`src/polyphonic_voice_allocator_core_assert.svh`:
```
// Assertion macros shared by the voice allocator RTL.
`ifndef POLYPHONIC_VOICE_ALLOCATOR_CORE_ASSERT_SVH
`define POLYPHONIC_VOICE_ALLOCATOR_CORE_ASSERT_SVH

// The consequent must hold in the same cycle as the antecedent.
`define PVA_ASSERT_IMP(label, ante, cons, msg) \
    label: assert property (@(posedge aclk) disable iff (!aresetn) (ante) |-> (cons)) \
        else $error(msg);

// The consequent must hold in the cycle after the antecedent.
`define PVA_ASSERT_NEXT(label, ante, cons, msg) \
    label: assert property (@(posedge aclk) disable iff (!aresetn) (ante) |=> (cons)) \
        else $error(msg);

`endif

```
`src/pva_pkg.sv`:
```
// Package with types, codes and defaults of the polyphonic voice allocator.
package pva_pkg;

    localparam int VOICE_COUNT_DEF  = 32;
    localparam int MODULE_LIMIT_DEF = 64;

    localparam logic [7:0] CMD_MASK     = 8'hF0;
    localparam logic [7:0] CMD_NOTE_OFF = 8'h80;
    localparam logic [7:0] CMD_NOTE_ON  = 8'h90;
    localparam logic [7:0] CMD_PROGRAM  = 8'hC0;
    localparam logic [6:0] DEFAULT_VELOCITY = 7'd64;

    localparam logic [1:0] MODE_MIDI   = 2'd0;
    localparam logic [1:0] MODE_DIRECT = 2'd1;
    localparam logic [1:0] MODE_FREED  = 2'd2;

    localparam logic [2:0] ACT_NONE      = 3'd0;
    localparam logic [2:0] ACT_START     = 3'd1;
    localparam logic [2:0] ACT_RETRIGGER = 3'd2;
    localparam logic [2:0] ACT_RELEASE   = 3'd3;
    localparam logic [2:0] ACT_DROPPED   = 3'd4;
    localparam logic [2:0] ACT_PROGRAM   = 3'd5;
    localparam logic [2:0] ACT_FREED     = 3'd6;

    typedef struct packed {
        logic [1:0] mode;
        logic [1:0] arg_count;
        logic [7:0] status_byte;
        logic [6:0] data_one;
        logic [6:0] data_two;
        logic [4:0] finished_voice;
    } pva_in_t;

    typedef struct packed {
        logic [2:0] action;
        logic [4:0] voice_index;
        logic [6:0] voice_note;
        logic [6:0] voice_velocity;
        logic [5:0] module_index;
    } pva_out_t;

    typedef enum logic [2:0] {
        OP_NONE,
        OP_ON,
        OP_OFF,
        OP_PROG,
        OP_FREE
    } op_t;

    typedef enum logic [2:0] {
        ST_IDLE,
        ST_DECODE,
        ST_SCAN,
        ST_DIV,
        ST_RESULT
    } state_t;

    typedef struct packed {
        logic load;
        logic scan_start;
        logic scan_step;
        logic div_start;
        logic div_step;
        logic fetch;
        logic emit;
    } pva_cmd_t;

    typedef struct packed {
        op_t  op;
        logic scan_done;
        logic div_done;
        logic out_free;
    } pva_stat_t;

endpackage

```
`src/pva_ctrl.sv`:
```
// Controller state machine that sequences decode, voice scan, modulo and result.
module pva_ctrl (
    input  logic                aclk,
    input  logic                aresetn,
    input  logic                s_valid,
    output logic                s_ready,
    input  pva_pkg::pva_stat_t  stat,
    output pva_pkg::pva_cmd_t   cmd
);
    import pva_pkg::*;

    state_t state_reg;
    state_t state_next;

    always_ff @(posedge aclk) begin
        if (!aresetn) begin
            state_reg <= ST_IDLE;
        end else begin
            state_reg <= state_next;
        end
    end

    always_comb begin
        state_next = state_reg;
        unique case (state_reg)
            ST_IDLE: begin
                if (s_valid) begin
                    state_next = ST_DECODE;
                end
            end
            ST_DECODE: begin
                unique case (stat.op)
                    OP_ON, OP_OFF: state_next = ST_SCAN;
                    OP_PROG:       state_next = ST_DIV;
                    default:       state_next = ST_RESULT;
                endcase
            end
            ST_SCAN: begin
                if (stat.scan_done) begin
                    state_next = ST_RESULT;
                end
            end
            ST_DIV: begin
                if (stat.div_done) begin
                    state_next = ST_RESULT;
                end
            end
            ST_RESULT: begin
                if (stat.out_free) begin
                    state_next = ST_IDLE;
                end
            end
            default: state_next = ST_IDLE;
        endcase
    end

    always_comb begin
        cmd     = '0;
        s_ready = 1'b0;
        unique case (state_reg)
            ST_IDLE: begin
                s_ready  = 1'b1;
                cmd.load = s_valid;
            end
            ST_DECODE: begin
                cmd.scan_start = (stat.op == OP_ON) || (stat.op == OP_OFF);
                cmd.div_start  = (stat.op == OP_PROG);
                cmd.fetch      = (stat.op == OP_FREE);
            end
            ST_SCAN: begin
                cmd.scan_step = 1'b1;
            end
            ST_DIV: begin
                cmd.div_step = 1'b1;
            end
            ST_RESULT: begin
                cmd.emit = stat.out_free;
            end
            default: begin
                cmd = '0;
            end
        endcase
    end

endmodule

```
`src/pva_datapath.sv`:
```
// Datapath with the voice table, scan pipeline, modulo unit and output register.
module pva_datapath #(
    parameter int VOICE_COUNT  = pva_pkg::VOICE_COUNT_DEF,
    parameter int MODULE_LIMIT = pva_pkg::MODULE_LIMIT_DEF
) (
    input  logic                aclk,
    input  logic                aresetn,
    input  logic                cfg_we,
    input  logic [6:0]          cfg_wdata,
    input  pva_pkg::pva_in_t    s_data,
    output logic                m_valid,
    input  logic                m_ready,
    output pva_pkg::pva_out_t   m_data,
    input  pva_pkg::pva_cmd_t   cmd,
    output pva_pkg::pva_stat_t  stat
);
    import pva_pkg::*;

    localparam int IW = (VOICE_COUNT > 1) ? $clog2(VOICE_COUNT) : 1;
    localparam logic [IW:0]   V_CNT    = (IW + 1)'(VOICE_COUNT);
    localparam logic [IW-1:0] LAST_IDX = IW'(VOICE_COUNT - 1);
    localparam int CLAMP = (MODULE_LIMIT < 127) ? MODULE_LIMIT : 127;
    localparam logic [6:0] CLAMP_N = 7'(CLAMP);

    typedef struct packed {
        logic [5:0] module_sel;
        logic [6:0] note;
    } voice_word_t;

    voice_word_t voice_mem [VOICE_COUNT];

    pva_in_t               item_reg;
    logic [6:0]            count_reg;
    logic [5:0]            sel_mod_reg;
    logic [VOICE_COUNT-1:0] active_reg;
    logic [VOICE_COUNT-1:0] releasing_reg;
    logic [VOICE_COUNT-1:0] active_next;
    logic [VOICE_COUNT-1:0] releasing_next;

    logic [IW:0]   rd_cnt_reg;
    logic          cmp_vld_reg;
    logic [IW-1:0] cmp_idx_reg;
    logic          done_reg;
    logic          found_reg;
    logic [IW-1:0] hit_idx_reg;
    logic [5:0]    hit_mod_reg;
    logic          free_found_reg;
    logic [IW-1:0] free_idx_reg;
    voice_word_t   rd_data_reg;

    logic [6:0] rem_reg;
    logic [2:0] div_bit_reg;
    logic       div_done_reg;
    logic [7:0] rem_shift;

    logic       m_valid_reg;
    pva_out_t   m_data_reg;
    pva_out_t   res;

    logic [6:0]    n_mod;
    logic [7:0]    cmd_nib;
    logic          is_note;
    logic [6:0]    note_vel;
    op_t           op;
    logic [IW-1:0] fin_idx;
    logic          rd_en;
    logic [IW-1:0] rd_addr;
    logic          scan_rd;
    logic          hit;
    logic          wr_en;
    logic [IW-1:0] wr_addr;
    voice_word_t   wr_data;
    logic [IW-1:0] slot;

    assign n_mod   = (count_reg > CLAMP_N) ? CLAMP_N : count_reg;
    assign cmd_nib = item_reg.status_byte & CMD_MASK;
    assign fin_idx = IW'(item_reg.finished_voice);

    always_comb begin
        op       = OP_NONE;
        is_note  = 1'b0;
        note_vel = item_reg.data_two;
        unique case (item_reg.mode)
            MODE_MIDI: begin
                priority if (!item_reg.arg_count[1]) begin
                    op = OP_NONE;
                end else if (cmd_nib == CMD_NOTE_OFF) begin
                    is_note  = 1'b1;
                    note_vel = '0;
                end else if (cmd_nib == CMD_NOTE_ON) begin
                    is_note  = 1'b1;
                    note_vel = (item_reg.arg_count == 2'd3) ? item_reg.data_two
                                                            : DEFAULT_VELOCITY;
                end else if (cmd_nib == CMD_PROGRAM) begin
                    op = (n_mod != '0) ? OP_PROG : OP_NONE;
                end else begin
                    op = OP_NONE;
                end
            end
            MODE_DIRECT: begin
                is_note = item_reg.arg_count[1];
            end
            MODE_FREED: begin
                if (32'(item_reg.finished_voice) < VOICE_COUNT) begin
                    op = OP_FREE;
                end
            end
            default: op = OP_NONE;
        endcase
        if (is_note && (n_mod != '0)) begin
            op = (note_vel != '0) ? OP_ON : OP_OFF;
        end
    end

    assign scan_rd = cmd.scan_step && (rd_cnt_reg < V_CNT);
    assign rd_en   = scan_rd || cmd.fetch;
    assign rd_addr = cmd.fetch ? fin_idx : rd_cnt_reg[IW-1:0];

    assign hit = cmd.scan_step && cmp_vld_reg && !done_reg && active_reg[cmp_idx_reg]
                 && (rd_data_reg.note == item_reg.data_one)
                 && ((op == OP_ON) || !releasing_reg[cmp_idx_reg]);

    assign rem_shift = {rem_reg, item_reg.data_one[div_bit_reg]};

    always_ff @(posedge aclk) begin
        if (cmd.load) begin
            item_reg <= s_data;
        end
        if (rd_en) begin
            rd_data_reg <= voice_mem[rd_addr];
        end
        if (wr_en) begin
            voice_mem[wr_addr] <= wr_data;
        end
        if (cmd.scan_start) begin
            rd_cnt_reg <= '0;
        end else if (scan_rd) begin
            rd_cnt_reg <= rd_cnt_reg + 1'b1;
        end
        if (scan_rd) begin
            cmp_idx_reg <= rd_cnt_reg[IW-1:0];
        end
        if (hit) begin
            hit_idx_reg <= cmp_idx_reg;
            hit_mod_reg <= rd_data_reg.module_sel;
        end
        if (cmd.scan_step && cmp_vld_reg && !done_reg && !free_found_reg
            && !active_reg[cmp_idx_reg]) begin
            free_idx_reg <= cmp_idx_reg;
        end
        if (cmd.div_start) begin
            rem_reg     <= '0;
            div_bit_reg <= 3'd6;
        end else if (cmd.div_step && !div_done_reg) begin
            rem_reg     <= (rem_shift >= {1'b0, n_mod}) ? 7'(rem_shift - {1'b0, n_mod})
                                                         : rem_shift[6:0];
            div_bit_reg <= div_bit_reg - 1'b1;
        end
        if (cmd.emit) begin
            m_data_reg <= res;
        end
    end

    always_ff @(posedge aclk) begin
        if (!aresetn) begin
            count_reg      <= '0;
            sel_mod_reg    <= '0;
            active_reg     <= '0;
            releasing_reg  <= '0;
            cmp_vld_reg    <= 1'b0;
            done_reg       <= 1'b0;
            found_reg      <= 1'b0;
            free_found_reg <= 1'b0;
            div_done_reg   <= 1'b0;
            m_valid_reg    <= 1'b0;
        end else begin
            if (cfg_we) begin
                count_reg <= cfg_wdata;
            end
            if (cmd.emit && (op == OP_PROG)) begin
                sel_mod_reg <= rem_reg[5:0];
            end
            active_reg    <= active_next;
            releasing_reg <= releasing_next;
            if (cmd.scan_start) begin
                cmp_vld_reg    <= 1'b0;
                done_reg       <= 1'b0;
                found_reg      <= 1'b0;
                free_found_reg <= 1'b0;
            end else if (cmd.scan_step) begin
                cmp_vld_reg <= scan_rd;
                if (hit) begin
                    found_reg <= 1'b1;
                end
                if (cmp_vld_reg && !done_reg && !active_reg[cmp_idx_reg]) begin
                    free_found_reg <= 1'b1;
                end
                if (hit || (cmp_vld_reg && (cmp_idx_reg == LAST_IDX))) begin
                    done_reg <= 1'b1;
                end
            end
            if (cmd.div_start) begin
                div_done_reg <= 1'b0;
            end else if (cmd.div_step && (div_bit_reg == '0)) begin
                div_done_reg <= 1'b1;
            end
            if (cmd.emit) begin
                m_valid_reg <= 1'b1;
            end else if (m_ready) begin
                m_valid_reg <= 1'b0;
            end
        end
    end

    assign slot = found_reg ? hit_idx_reg : free_idx_reg;

    always_comb begin
        res            = '0;
        wr_en          = 1'b0;
        wr_addr        = slot;
        wr_data        = '{module_sel: sel_mod_reg, note: item_reg.data_one};
        active_next    = active_reg;
        releasing_next = releasing_reg;
        unique case (op)
            OP_ON: begin
                res.voice_note     = item_reg.data_one;
                res.voice_velocity = note_vel;
                res.module_index   = sel_mod_reg;
                if (found_reg || free_found_reg) begin
                    res.action      = found_reg ? ACT_RETRIGGER : ACT_START;
                    res.voice_index = 5'(slot);
                    wr_en           = cmd.emit;
                    if (cmd.emit) begin
                        active_next[slot]    = 1'b1;
                        releasing_next[slot] = 1'b0;
                    end
                end else begin
                    res.action = ACT_DROPPED;
                end
            end
            OP_OFF: begin
                if (found_reg) begin
                    res.action       = ACT_RELEASE;
                    res.voice_index  = 5'(hit_idx_reg);
                    res.voice_note   = item_reg.data_one;
                    res.module_index = hit_mod_reg;
                    if (cmd.emit) begin
                        releasing_next[hit_idx_reg] = 1'b1;
                    end
                end
            end
            OP_PROG: begin
                res.action       = ACT_PROGRAM;
                res.module_index = rem_reg[5:0];
            end
            OP_FREE: begin
                if (active_reg[fin_idx]) begin
                    res.action       = ACT_FREED;
                    res.voice_index  = item_reg.finished_voice;
                    res.voice_note   = rd_data_reg.note;
                    res.module_index = rd_data_reg.module_sel;
                    if (cmd.emit) begin
                        active_next[fin_idx]    = 1'b0;
                        releasing_next[fin_idx] = 1'b0;
                    end
                end
            end
            default: begin
                res = '0;
            end
        endcase
    end

    assign m_valid        = m_valid_reg;
    assign m_data         = m_data_reg;
    assign stat.op        = op;
    assign stat.scan_done = done_reg;
    assign stat.div_done  = div_done_reg;
    assign stat.out_free  = !m_valid_reg || m_ready;

endmodule

```
`src/polyphonic_voice_allocator_core.sv`:
```
// Top level of the polyphonic voice allocator: controller, datapath and checks.
// The input channel (s_valid, s_ready, s_data) takes one event per beat: a MIDI
// message, a direct note/velocity list or a voice-finished notice. The result
// channel (m_valid, m_ready, m_data) gives exactly one beat for every input beat.
// The number of sound modules is written through cfg_we and cfg_wdata; the user
// must write it only while the block is idle; the block does not enforce it.
// One event is worked on at a time. A note-on or note-off scans the voice table
// one voice per cycle through the single read port of the voice memory, and a
// matching voice ends the scan early. A program change runs a bit-serial modulo
// over the seven bits of the program number. A voice-finished notice or an
// ignored event goes from decode straight to the result. s_ready returns in the
// cycle after the result is loaded.
// The result sits in an output register. When the receiver stalls, s_ready
// returns once the result has been loaded, so the next event is taken while
// the last result still waits; that event finishes only when the register
// frees up.
// Reset clears all voice flags, the module count and the selected program and
// drops any pending result.
`include "polyphonic_voice_allocator_core_assert.svh"

module polyphonic_voice_allocator_core #(
    parameter int VOICE_COUNT  = pva_pkg::VOICE_COUNT_DEF,
    parameter int MODULE_LIMIT = pva_pkg::MODULE_LIMIT_DEF
) (
    input  logic              aclk,
    input  logic              aresetn,
    input  logic              cfg_we,
    input  logic [6:0]        cfg_wdata,
    input  logic              s_valid,
    output logic              s_ready,
    input  pva_pkg::pva_in_t  s_data,
    output logic              m_valid,
    input  logic              m_ready,
    output pva_pkg::pva_out_t m_data
);
    import pva_pkg::*;

    pva_cmd_t  cmd;
    pva_stat_t stat;

    pva_ctrl u_ctrl (
        .aclk    (aclk),
        .aresetn (aresetn),
        .s_valid (s_valid),
        .s_ready (s_ready),
        .stat    (stat),
        .cmd     (cmd)
    );

    pva_datapath #(
        .VOICE_COUNT  (VOICE_COUNT),
        .MODULE_LIMIT (MODULE_LIMIT)
    ) u_datapath (
        .aclk      (aclk),
        .aresetn   (aresetn),
        .cfg_we    (cfg_we),
        .cfg_wdata (cfg_wdata),
        .s_data    (s_data),
        .m_valid   (m_valid),
        .m_ready   (m_ready),
        .m_data    (m_data),
        .cmd       (cmd),
        .stat      (stat)
    );

    `PVA_ASSERT_NEXT(a_one_item, s_valid && s_ready, !s_ready,
        "A second beat was accepted while an event was still in work.")
    `PVA_ASSERT_IMP(a_emit_room, cmd.emit, stat.out_free,
        "A result was loaded over a beat that had not been taken.")
    `PVA_ASSERT_NEXT(a_emit_shows, cmd.emit, m_valid,
        "A loaded result did not show on the result channel.")
    `PVA_ASSERT_IMP(a_none_zero, m_valid && (m_data.action == ACT_NONE),
        (m_data.voice_index == '0) && (m_data.voice_note == '0)
        && (m_data.voice_velocity == '0) && (m_data.module_index == '0),
        "A result with no action carried nonzero fields.")

endmodule

```
`config.mk`:
```
export PLATFORM = sky130hd
export DESIGN_NAME = polyphonic_voice_allocator_core
export DESIGN_NICKNAME = d
export VERILOG_FILES = /design/src/pva_pkg.sv /design/src/pva_ctrl.sv /design/src/pva_datapath.sv /design/src/polyphonic_voice_allocator_core.sv
export VERILOG_INCLUDE_DIRS = /design/src /design/src/src
export SDC_FILE = /design/constraint.sdc
export NUM_CORES = 1
export LEC_CHECK = 0
export BUFFER_PORTS_ARGS = -buffer_cell sky130_fd_sc_hd__clkbuf_2
export CAP_MARGIN = 20
export CORE_MARGIN = 1
export CORE_UTILIZATION = 65
export CTS_CLUSTER_SIZE = 28
export DETAILED_ROUTE_END_ITERATION = 12
export PLACE_DENSITY = 0.83
export SLEW_MARGIN = 20
export SYNTH_ARGS = -nofsm -noshare
export SYNTH_HDL_FRONTEND = slang
export SYNTH_SLANG_ARGS = --single-unit
```
`constraint.sdc`:
```
create_clock -name aclk -period 5.25 [get_ports aclk]
set_input_delay 0.7875 -clock aclk [delete_from_list [all_inputs] [get_ports aclk]]
set_output_delay 0.7875 -clock aclk [all_outputs]
set_load 0.05 [all_outputs]
```
# --- Word level (Yosys, flattened, before mapping) ---
# Memories as Yosys holds them, arrays and structs flattened. A register that Yosys moved wholly into a read port is not among the register bits.
# Cells that the tools add are included.
classes:
  n_addsub: 3
  magnitude_cmp: 11
  eq_ne: 26
  muxes: 77
  n_bitwise: 8
  reduce_logical: 47
op_table:
  columns: ["operator", "count"]
  rows:
  - ["$mux 32", 10]
  - ["$and 32x32->32", 3]
  - ["$pmux 32 s3", 1]
  - ["$not 32->32", 2]
  - ["$or 32x32->32", 2]
  - ["$pmux 32 s2", 1]
  - ["$mux 7", 7]
  - ["$pmux 12 s3", 1]
  - ["$mux 3", 10]
  - ["$lt 5x6->1 const B", 4]
  - ["$mux 1", 24]
  - ["$pmux 6 s4", 1]
  - ["$logic_and 1x1->1", 18]
  - ["$ne 2x1->1 const B", 9]
  - ["$bmux 1 s5", 3]
  - ["$demux 1 s5", 3]
  - ["$ge 5x1->1 const B", 3]
  - ["$mux 15", 1]
  - ["$mux 5", 3]
  - ["$pmux 3 s5", 1]
  - ["$mux 14", 1]
  - ["$reduce_bool 7->1", 2]
  - ["$eq 3x2->1 const B", 4]
  - ["$eq 4x4->1 const B", 3]
  - ["other kinds (32)", 55]
word_totals:
  regBits: 182
  mem_bits_rw: 416
  in_bits: 43
  output_inout_bits: 30
  elab_cells: 202
  mem_count: 1
memory_table:
  columns: ["memory", "words", "word_bits", "rd", "rd_clocked_by_memory_dff", "write_ports", "line", "rtl"]
  rows:
  - ["u_datapath.voice_mem", 32, 13, 1, 1, 1, "pva_datapath.sv:30", "voice_word_t voice_mem [VOICE_COUNT];"]

# --- Depth between registers and ports, before layout ---
# Gate-level depths: netlist of run 1.
logic_depth:
  depth_word: 15
  depth_mapped: 12
  ltp_nobuf: 12

# --- Cells and area by module ---
# Synthesis of run 1 repeated with hierarchy kept, for this count alone.
unflattened:
  hier_cells: 1536
  hier_area_um2: 25187.9
by_module_without_submodules:
  columns: ["module", "n_inst", "cells_each", "area_per_inst_um2", "seq_area_each_um2"]
  rows:
  - ["pva_datapath", 1, 1500, 24907.6, 17146.4]
  - ["pva_ctrl", 1, 36, 280.3, 60.1]

# --- Worst setup path before layout of run 1 ---
# Ideal clock, no wire load.
synth_path:
  kind: "in2reg"
  start: "input port m_ready"
  end: "memory u_datapath.voice_mem[13][0] (netlist name), enable pin"
  setup_time_ps: 382
  arrival_ps: 3465
  required_time_ps: 4868
  setup_slack_ps: 1403
  stages: 6
  path_buffers: 1
  cell_sequence: "nand2b_1 -> nand3_1 -> clkinv_1 -> buf_1 -> nand4_1 -> nor2_1"
synth_lines:
  columns: ["element", "line", "rtl"]
  rows:
  - ["start, declared", "polyphonic_voice_allocator_core.sv:33", "input logic m_ready,"]
  - ["end, declared", "pva_datapath.sv:30", null]

# --- Final worst setup path of run 1 ---
layout_path:
  start: "register u_datapath.item_reg[30] (netlist name)"
  end: "register u_datapath.rd_data_reg[12] (netlist name)"
layout_between:
  elab_chain_len: 8
  elab_cells_between_ends: 14
  classes_between: "3 x eq/ne; 7 x mux; 4 x reduce/logical"
layout_rtl:
  columns: ["element", "line", "rtl"]
  rows:
  - ["start, declared", "pva_datapath.sv:32", "pva_in_t item_reg;"]
  - ["start signal, assigned", "pva_datapath.sv:127", "item_reg <= s_data;"]
  - ["$logic_not 2->1", "pva_datapath.sv:83", "unique case (item_reg.mode)"]
  - ["$mux 7", "pva_datapath.sv:83", null]
  - ["$reduce_bool 7->1", "pva_datapath.sv:111", "op = (note_vel != '0) ? OP_ON : OP_OFF;"]
  - ["$mux 2", "pva_datapath.sv:111", null]
  - ["$mux 3 (*)", "pva_datapath.sv:110", "if (is_note && (n_mod != '0)) begin"]
  - ["$eq 3x3->1 (*)", "pva_ctrl.sv:68", "cmd.fetch = (stat.op == OP_FREE);"]
  - ["$mux 1 (*)", "pva_ctrl.sv:60", "unique case (state_reg)"]
  - ["$mux 5 / $logic_or 1x1->1 (equally long branches)", "pva_datapath.sv:117, pva_datapath.sv:116", null]
# Every way passes the cells marked *; elsewhere a longest branch is shown, timed or not.
# A chain may end at the register's enable or synchronous reset.

==> out/results.txt, run 1 <==
Setup Fix Bufs, Post-CTS - 0
Gp weighted congestion - 0.9908
Detail Route Antenna Nets - 0
Fmax - 234.1 MHz
Worst Clk Skew - 16.60 ps
Met1 usage - 49.30%
Most frequent CP cell - buf_4
Longest Clk Path Bufs - 3
Synthesized instance count - 2200
Endpoints failing setup - 0
CP Capture Type - flop
Post-synth EDFFs - 505
Setup TNS - 0 ps
CP peak stage delay - 720 ps
Fin nets - 2292
Total number of vias - 20413
CTS Buf Count - 57
Final WL - 76.75 mm
First-pass GRT wire length - 114.9 mm
Slew @ Worst Pin - 1229 ps
H-tree depth - 2
Pwr dens - 473.8 nW/µm²
Post-synth top flop - edfxtp_1
Synthesized flop and latch total - 607
Final Hold Fails - 0
Final core utilization - 73.06%
Worst skew pair latency - 620 ps
M3 GR Usage - 9.524%
Arrival time worst endpoint - 4580 ps
Top area cells in the synthesized netlist - edfxtp_1, nand3_1, dfxtp_1, o21ai_0, mux4_2
RSZ-0062 raised after global routing - no
Initial antenna violation count - 1
CP bufs+invs - 3
Post_cts resized - 0
Syn Std Cell Area - 26370 µm²
Maxcap violations - 0
Core area - 39910 µm²
Area of the multi-input gates - 8469 µm²
Share of layout cells above drive strength 1 - 12.62%
Share of the synthesized area in the top cell type - 57.51%
Post-DP Area - 27370 µm²
Met2 GRT Util - 58.22%
Height of the chip - 203.4 µm
Die area - 41380 µm²
Crit-path max FO - 88
Fin. max-slew vios - 0
Status - completed
Largest net degree at the start of global routing - 89
DRT iter0 DRCs - 3532
Clock-pin slew on the worst setup and hold paths - 60 ps
Placed Cells - 2702
Leak - 9.402 nW
Min-delay worst type - input pin to flop
Design Area, Final - 29160 µm²
Rel. slew slack - 17.53%
Avg Vias per Cell - 7.270
GR Util All Layers - 37.10%
Synth Net Count - 2254
Netlist cell types - 76
Worst path top cell family by delay - buffers and inverters
Grt ovf - 0
Worst Path Required - 5560 ps
Io pins - 73
Period utilization - 81.36%
Cell row count - 73
Sequential area share after synthesis - 65.25%
Initial core utilization - 66.06%
Synth warn - 0
Hold_buf cts - 0
Filler Cells Inserted - 2512
Crit Path Class - flop to flop
DR pass1 iterations - 6
Startpoint types - flop
Vias in the first global route - 19031
FF+latch area - 17210 µm²
Max VDD drop - 0.4510 mV
Clk sinks - 607
Layout Cells excl Fill - 2808
Async S/R FF share, synth - 0%
Drc violations - 0
Clock root buffer - clkbuf_16
Syn avg cell area - 11.99 µm²
GR peak layer - met2
Synth area leader - edfxtp_1
Period minus WS final - 4271 ps
Syn-to-layout area delta - 10.60%
Max reg flops - 416
WL per Instance - 27.33 µm
CP max-delay cell - buf_4
CTS tree - done
Pwr Total - 13.82 mW
Detailed placement HPWL - 47.07 mm
Critical path cell sequence - nor2b_2 > buf_4 > a21boi_4 > buf_4 > buf_4 > o21ai_0 > nand3_1 > nand4_1 > nor4_1
Die W - 203.4 µm
# port buffers - 68
cell usage after synthesis, drive strengths merged (39+ instances only):
cell type and n:
dfxtp 102, clkbuf 121, edfxtp 505, o22ai 39
buf 55, nand2 105, nand3 444, nand4 61
nor2 88, nor4 53, a22oi 42, o21ai 264
layout by cell type (no fill, tap or decap), drive strengths merged, types with 4 or more instances in the layout:
cell / count
nand4: 61
a21o: 5
a211o: 6
mux4: 22
or2: 4
edfxtp: 505
a31oi: 10
xor2: 10
o311ai: 32
inv: 13
nor3: 18
mux2: 8
nor2b: 14
nor4: 53
xnor2: 4
a21oi: 21
nand3: 444
a22oi: 42
nand2b: 12
and2: 11
ha: 10
dfxtp: 102
nand2: 105
clkbuf: 141
nor2: 88
nor3b: 8
mux2i: 24
a211oi: 9
a21boi: 4
o22ai: 39
a221o: 9
or4: 4
clkinv: 28
buf: 87
o21ai: 264
and3: 6
a22o: 14
power breakdown:
group	internal (mW)	switching (mW)	total, mW
sequential	5.64	0.333	5.98
combinational	1.09	2.86	3.95
clock	2.14	1.75	3.89
total	8.88	4.94	13.8
layer usage:
metal  wire length [µm]  vias up
li1                   -     8652
met3              10960      288
met2              35570     1757
met5                 68        -
met4               3709        2
met1              26440     9714
worst register-to-register path, cell delays in order, from the launching register on:
cell      delay (ps)
edfxtp_1         430
nor2b_2          310
buf_4            260
a21boi_4         200
buf_4            710
buf_4            750
o21ai_0          230
nand3_1          160
nand4_1          210
nor4_1           710
layout make-up:
cell class                 instances  area share (%)
sequential                       607           59.01
clock buffer                      73           5.239
tap                              525           2.252
multi-input combinational       1402           29.04
clock inverter                    30          0.6822
antenna                            1        0.008581
inverter                          15          0.1931
timing repair buffer             155           3.578
kinds of logic (layout without fill, tap and decap cells):
family	Yosys count	count (layout)	synth area share (%)
simple gates	844	844	16.35
flops	607	607	65.25
compound gates	479	479	11.22
buf+inv	191	273	3.032
mux	54	54	3.132
xor+xnor	14	14	0.4650
fa+ha+maj	11	11	0.5504
other cells	0	1	0
through the flow:
stage	hold WS, ps	setup WS [ps]
after floorplan	406.4	1403
after global placement	446.3	1350
after detailed placement	449.8	1239
after CTS	325.2	1220
after global routing	328.7	928.2
final	339.8	978.5
path summary, 6_finish.rpt:
check	startpoint	end	slack, ps	cells past startpoint
min	s_data[28]	u_datapath.item_reg[28]	340	1
min reg2reg	u_datapath.rd_data_reg[7]	u_datapath.hit_mod_reg[0]	460	0
max	u_datapath.item_reg[30]	u_datapath.rd_data_reg[12]	980	9
max reg2reg	u_datapath.item_reg[30]	u_datapath.rd_data_reg[12]	980	9
No activity file was read; power rests on OpenSTA's default activity.
==> inputs of run 2 (changes only) <==
--- a/config.mk
+++ b/config.mk
@@ -9,10 +9,10 @@
 export BUFFER_PORTS_ARGS = -buffer_cell sky130_fd_sc_hd__clkbuf_2
 export CAP_MARGIN = 20
 export CORE_MARGIN = 1
-export CORE_UTILIZATION = 65
+export CORE_UTILIZATION = 62
 export CTS_CLUSTER_SIZE = 28
 export DETAILED_ROUTE_END_ITERATION = 12
-export PLACE_DENSITY = 0.83
+export PLACE_DENSITY = 0.79
 export SLEW_MARGIN = 20
 export SYNTH_ARGS = -nofsm -noshare
 export SYNTH_HDL_FRONTEND = slang
==> constraint.sdc (replaced) <==
create_clock -name aclk -period 4 [get_ports aclk]
set_input_delay 0.6 -clock aclk [delete_from_list [all_inputs] [get_ports aclk]]
set_output_delay 0.6 -clock aclk [all_outputs]
set_load 0.05 [all_outputs]
==> out/results.txt, run 2 (synthesized netlist as in run 1, its figures left out) <==
DRT iter0 DRCs - 3151 (was 3532)
Endpoints failing setup - 0 (unchanged)
Setup TNS - 0 ps (unchanged)
Switch Pwr - 6.378 mW (was 4.939 mW)
Startpoint types - flop (unchanged)
CP Capture Type - flop (unchanged)
First-pass GRT wire length - 114.3 mm (was 114.9 mm)
CP max-delay cell - or4_1 (was buf_4)
P_int - 11.97 mW (was 8.879 mW)
Crit-path max FO - 13 (was 88)
Vias in the first global route - 19031 (unchanged)
Fmax - 285.3 MHz (was 234.1 MHz)
RSZ-0062 raised after global routing - no (unchanged)
Syn-to-layout area delta - 11.85% (was 10.60%)
Min-delay worst type - input pin to flop (unchanged)
CTS tree - done (unchanged)
Post_cts resized - 0 (unchanged)
Initial antenna violation count - 0 (was 1)
Gate power share - 27.7% (was 28.6%)
Detail Route Antenna Nets - 0 (unchanged)
Die area - 43360 µm² (was 41380 µm²)
# port buffers - 68 (unchanged)
Gp weighted congestion - 0.9681 (was 0.9908)
Reg power frac - 42.7% (was 43.3%)
Drc violations - 0 (unchanged)
Core area - 41950 µm² (was 39910 µm²)
Period utilization - 87.62% (was 81.36%)
Longest Clk Path Bufs - 3 (unchanged)
Rel. slew slack - 22.45% (was 17.53%)
WL per Instance - 26.51 µm (was 27.33 µm)
Fin nets - 2313 (was 2292)
Final Hold Fails - 0 (unchanged)
WHS - 141.1 ps (was 339.8 ps)
Arrival time worst endpoint - 3810 ps (was 4580 ps)
Post-DP Area - 27590 µm² (was 27370 µm²)
Most frequent cells in the layout - edfxtp_1, nand3_1, o21ai_0 (unchanged)
Filler Cells Inserted - 2802 (was 2512)
H-tree depth - 2 (unchanged)
Max VDD drop - 0.5101 mV (was 0.4510 mV)
Worst Path Required - 4300 ps (was 5560 ps)
Clock network fraction of design power - 29.6% (was 28.1%)
Final WL - 75.51 mm (was 76.75 mm)
Grt ovf - 0 (unchanged)
CTS Buf Count - 60 (was 57)
CP peak stage delay - 870 ps (was 720 ps)
Maxcap violations - 0 (unchanged)
GR Util All Layers - 34.76% (was 37.10%)
Critical path cell sequence - nor4b_1 > a21oi_1 > a21oi_2 > nand3_2 > or4_1 > nor2_1 > buf_4 (was nor2b_2 > buf_4 > a21boi_4 > buf_4 > buf_4 > o21ai_0 > nand3_1 > nand4_1 > nor4_1)
Leak - 9.575 nW (was 9.402 nW)
Crit Path Class - flop to flop (unchanged)
Share of layout cells above drive strength 1 - 13.69% (was 12.62%)
Clock root buffer - clkbuf_16 (unchanged)
Worst Clk Skew - 27.52 ps (was 16.60 ps)
Pwr dens - 622.1 nW/µm² (was 473.8 nW/µm²)
Period minus WS final - 3505 ps (was 4271 ps)
Commonest non-fill, non-tap cell in the layout - edfxtp_1 (unchanged)
Max reg flops - 416 (unchanged)
DR pass1 iterations - 6 (unchanged)
Net Sw Frac - 34.76% (was 35.74%)
Design Area, Final - 29490 µm² (was 29160 µm²)
Worst path top cell family by delay - simple AND/OR/NAND/NOR gates (was buffers and inverters)
Hold_buf cts - 0 (unchanged)
Initial core utilization - 62.86% (was 66.06%)
Slew @ Worst Pin - 1156 ps (was 1229 ps)
Status - completed (unchanged)
Detailed placement HPWL - 47.00 mm (was 47.07 mm)
Io pins - 73 (unchanged)
# diodes - 0 (was 1)
Worst skew pair latency - 630 ps (was 620 ps)
Cell row count - 75 (was 73)
Total number of vias - 20262 (was 20413)
Clk sinks - 607 (unchanged)
Avg Vias per Cell - 7.114 (was 7.270)
Pwr Total - 18.35 mW (was 13.82 mW)
Fin. max-slew vios - 0 (unchanged)
CP bufs+invs - 1 (was 3)
Die W - 208.2 µm (was 203.4 µm)
Height of the chip - 208.2 µm (was 203.4 µm)
Clock-pin slew on the worst setup and hold paths - 60 ps (about the same)
Setup Fix Bufs, Post-CTS - 0 (unchanged)
Largest net degree at the start of global routing - 158 (was 89)
==> run 2: cell type report <==
cell class	count	area (µm²)	share of cell area, %
Timing Repair Buffer	173	1224	4.149
Tap cell	539	674.4	2.287
Sequential cell	607	17210	58.34
Multi-Input combinational cell	1402	8444	28.63
Clock inverter	30	231.5	0.7848
Clock buffer	82	1655	5.613
Inverter	15	56.30	0.1909
==> run 2: through the flow <==
stage               worst slack, ps  utilization (%)  cells
finish                        495.2            70.31   2848
global placement              710.7            65.77   2735
detailed placement            638.9            65.78   2735
CTS                           619.4            70.28   2847
floorplan                     340.0                -   2200
global route                  415.4            70.31   2848
==> run 2: final timing paths <==
path                                 from                      endpoint  slack [ps]  cells after the start
max               u_datapath.item_reg[30]   u_datapath.voice_mem[19][8]         500                      7
min                            s_data[29]       u_datapath.item_reg[29]         140                      1
max reg2reg       u_datapath.item_reg[30]   u_datapath.voice_mem[19][8]         500                      7
min reg2reg  u_datapath.releasing_reg[24]  u_datapath.releasing_reg[24]         480                      2
==> run 2: routing by layer <==
layer | wire length (µm) | GRT usage, % | part of all wire, % | vias to the layer above
met5 | 0 | 0 | 0 | -
met4 | 3155 | 14.13 | 4.2 | 0
met3 | 9565 | 7.592 | 13 | 236
met2 | 34430 | 53.21 | 46 | 1602
met1 | 28360 | 48.72 | 38 | 9722
li1 | - | - | - | 8702
==> run 2: worst reg2reg max path: cells and delay by family (launching register included) <==
kind,cells,cell delay (ps)
simple gates,4,1730
compound gates,2,700
flops,1,440
buf+inv,1,280
==> run 2: power groups by stage <==
stage | Sequential, mW | Clock [mW] | Combinational (mW)
CTS | 7.81 | 5.47 | 4.92
global placement | 7.93 | 0 | 4.75
global route | 7.86 | 5.70 | 5.40
detailed placement | 7.94 | 0 | 4.89
floorplan | 7.99 | 0 | 3.15
finish | 7.83 | 5.44 | 5.08
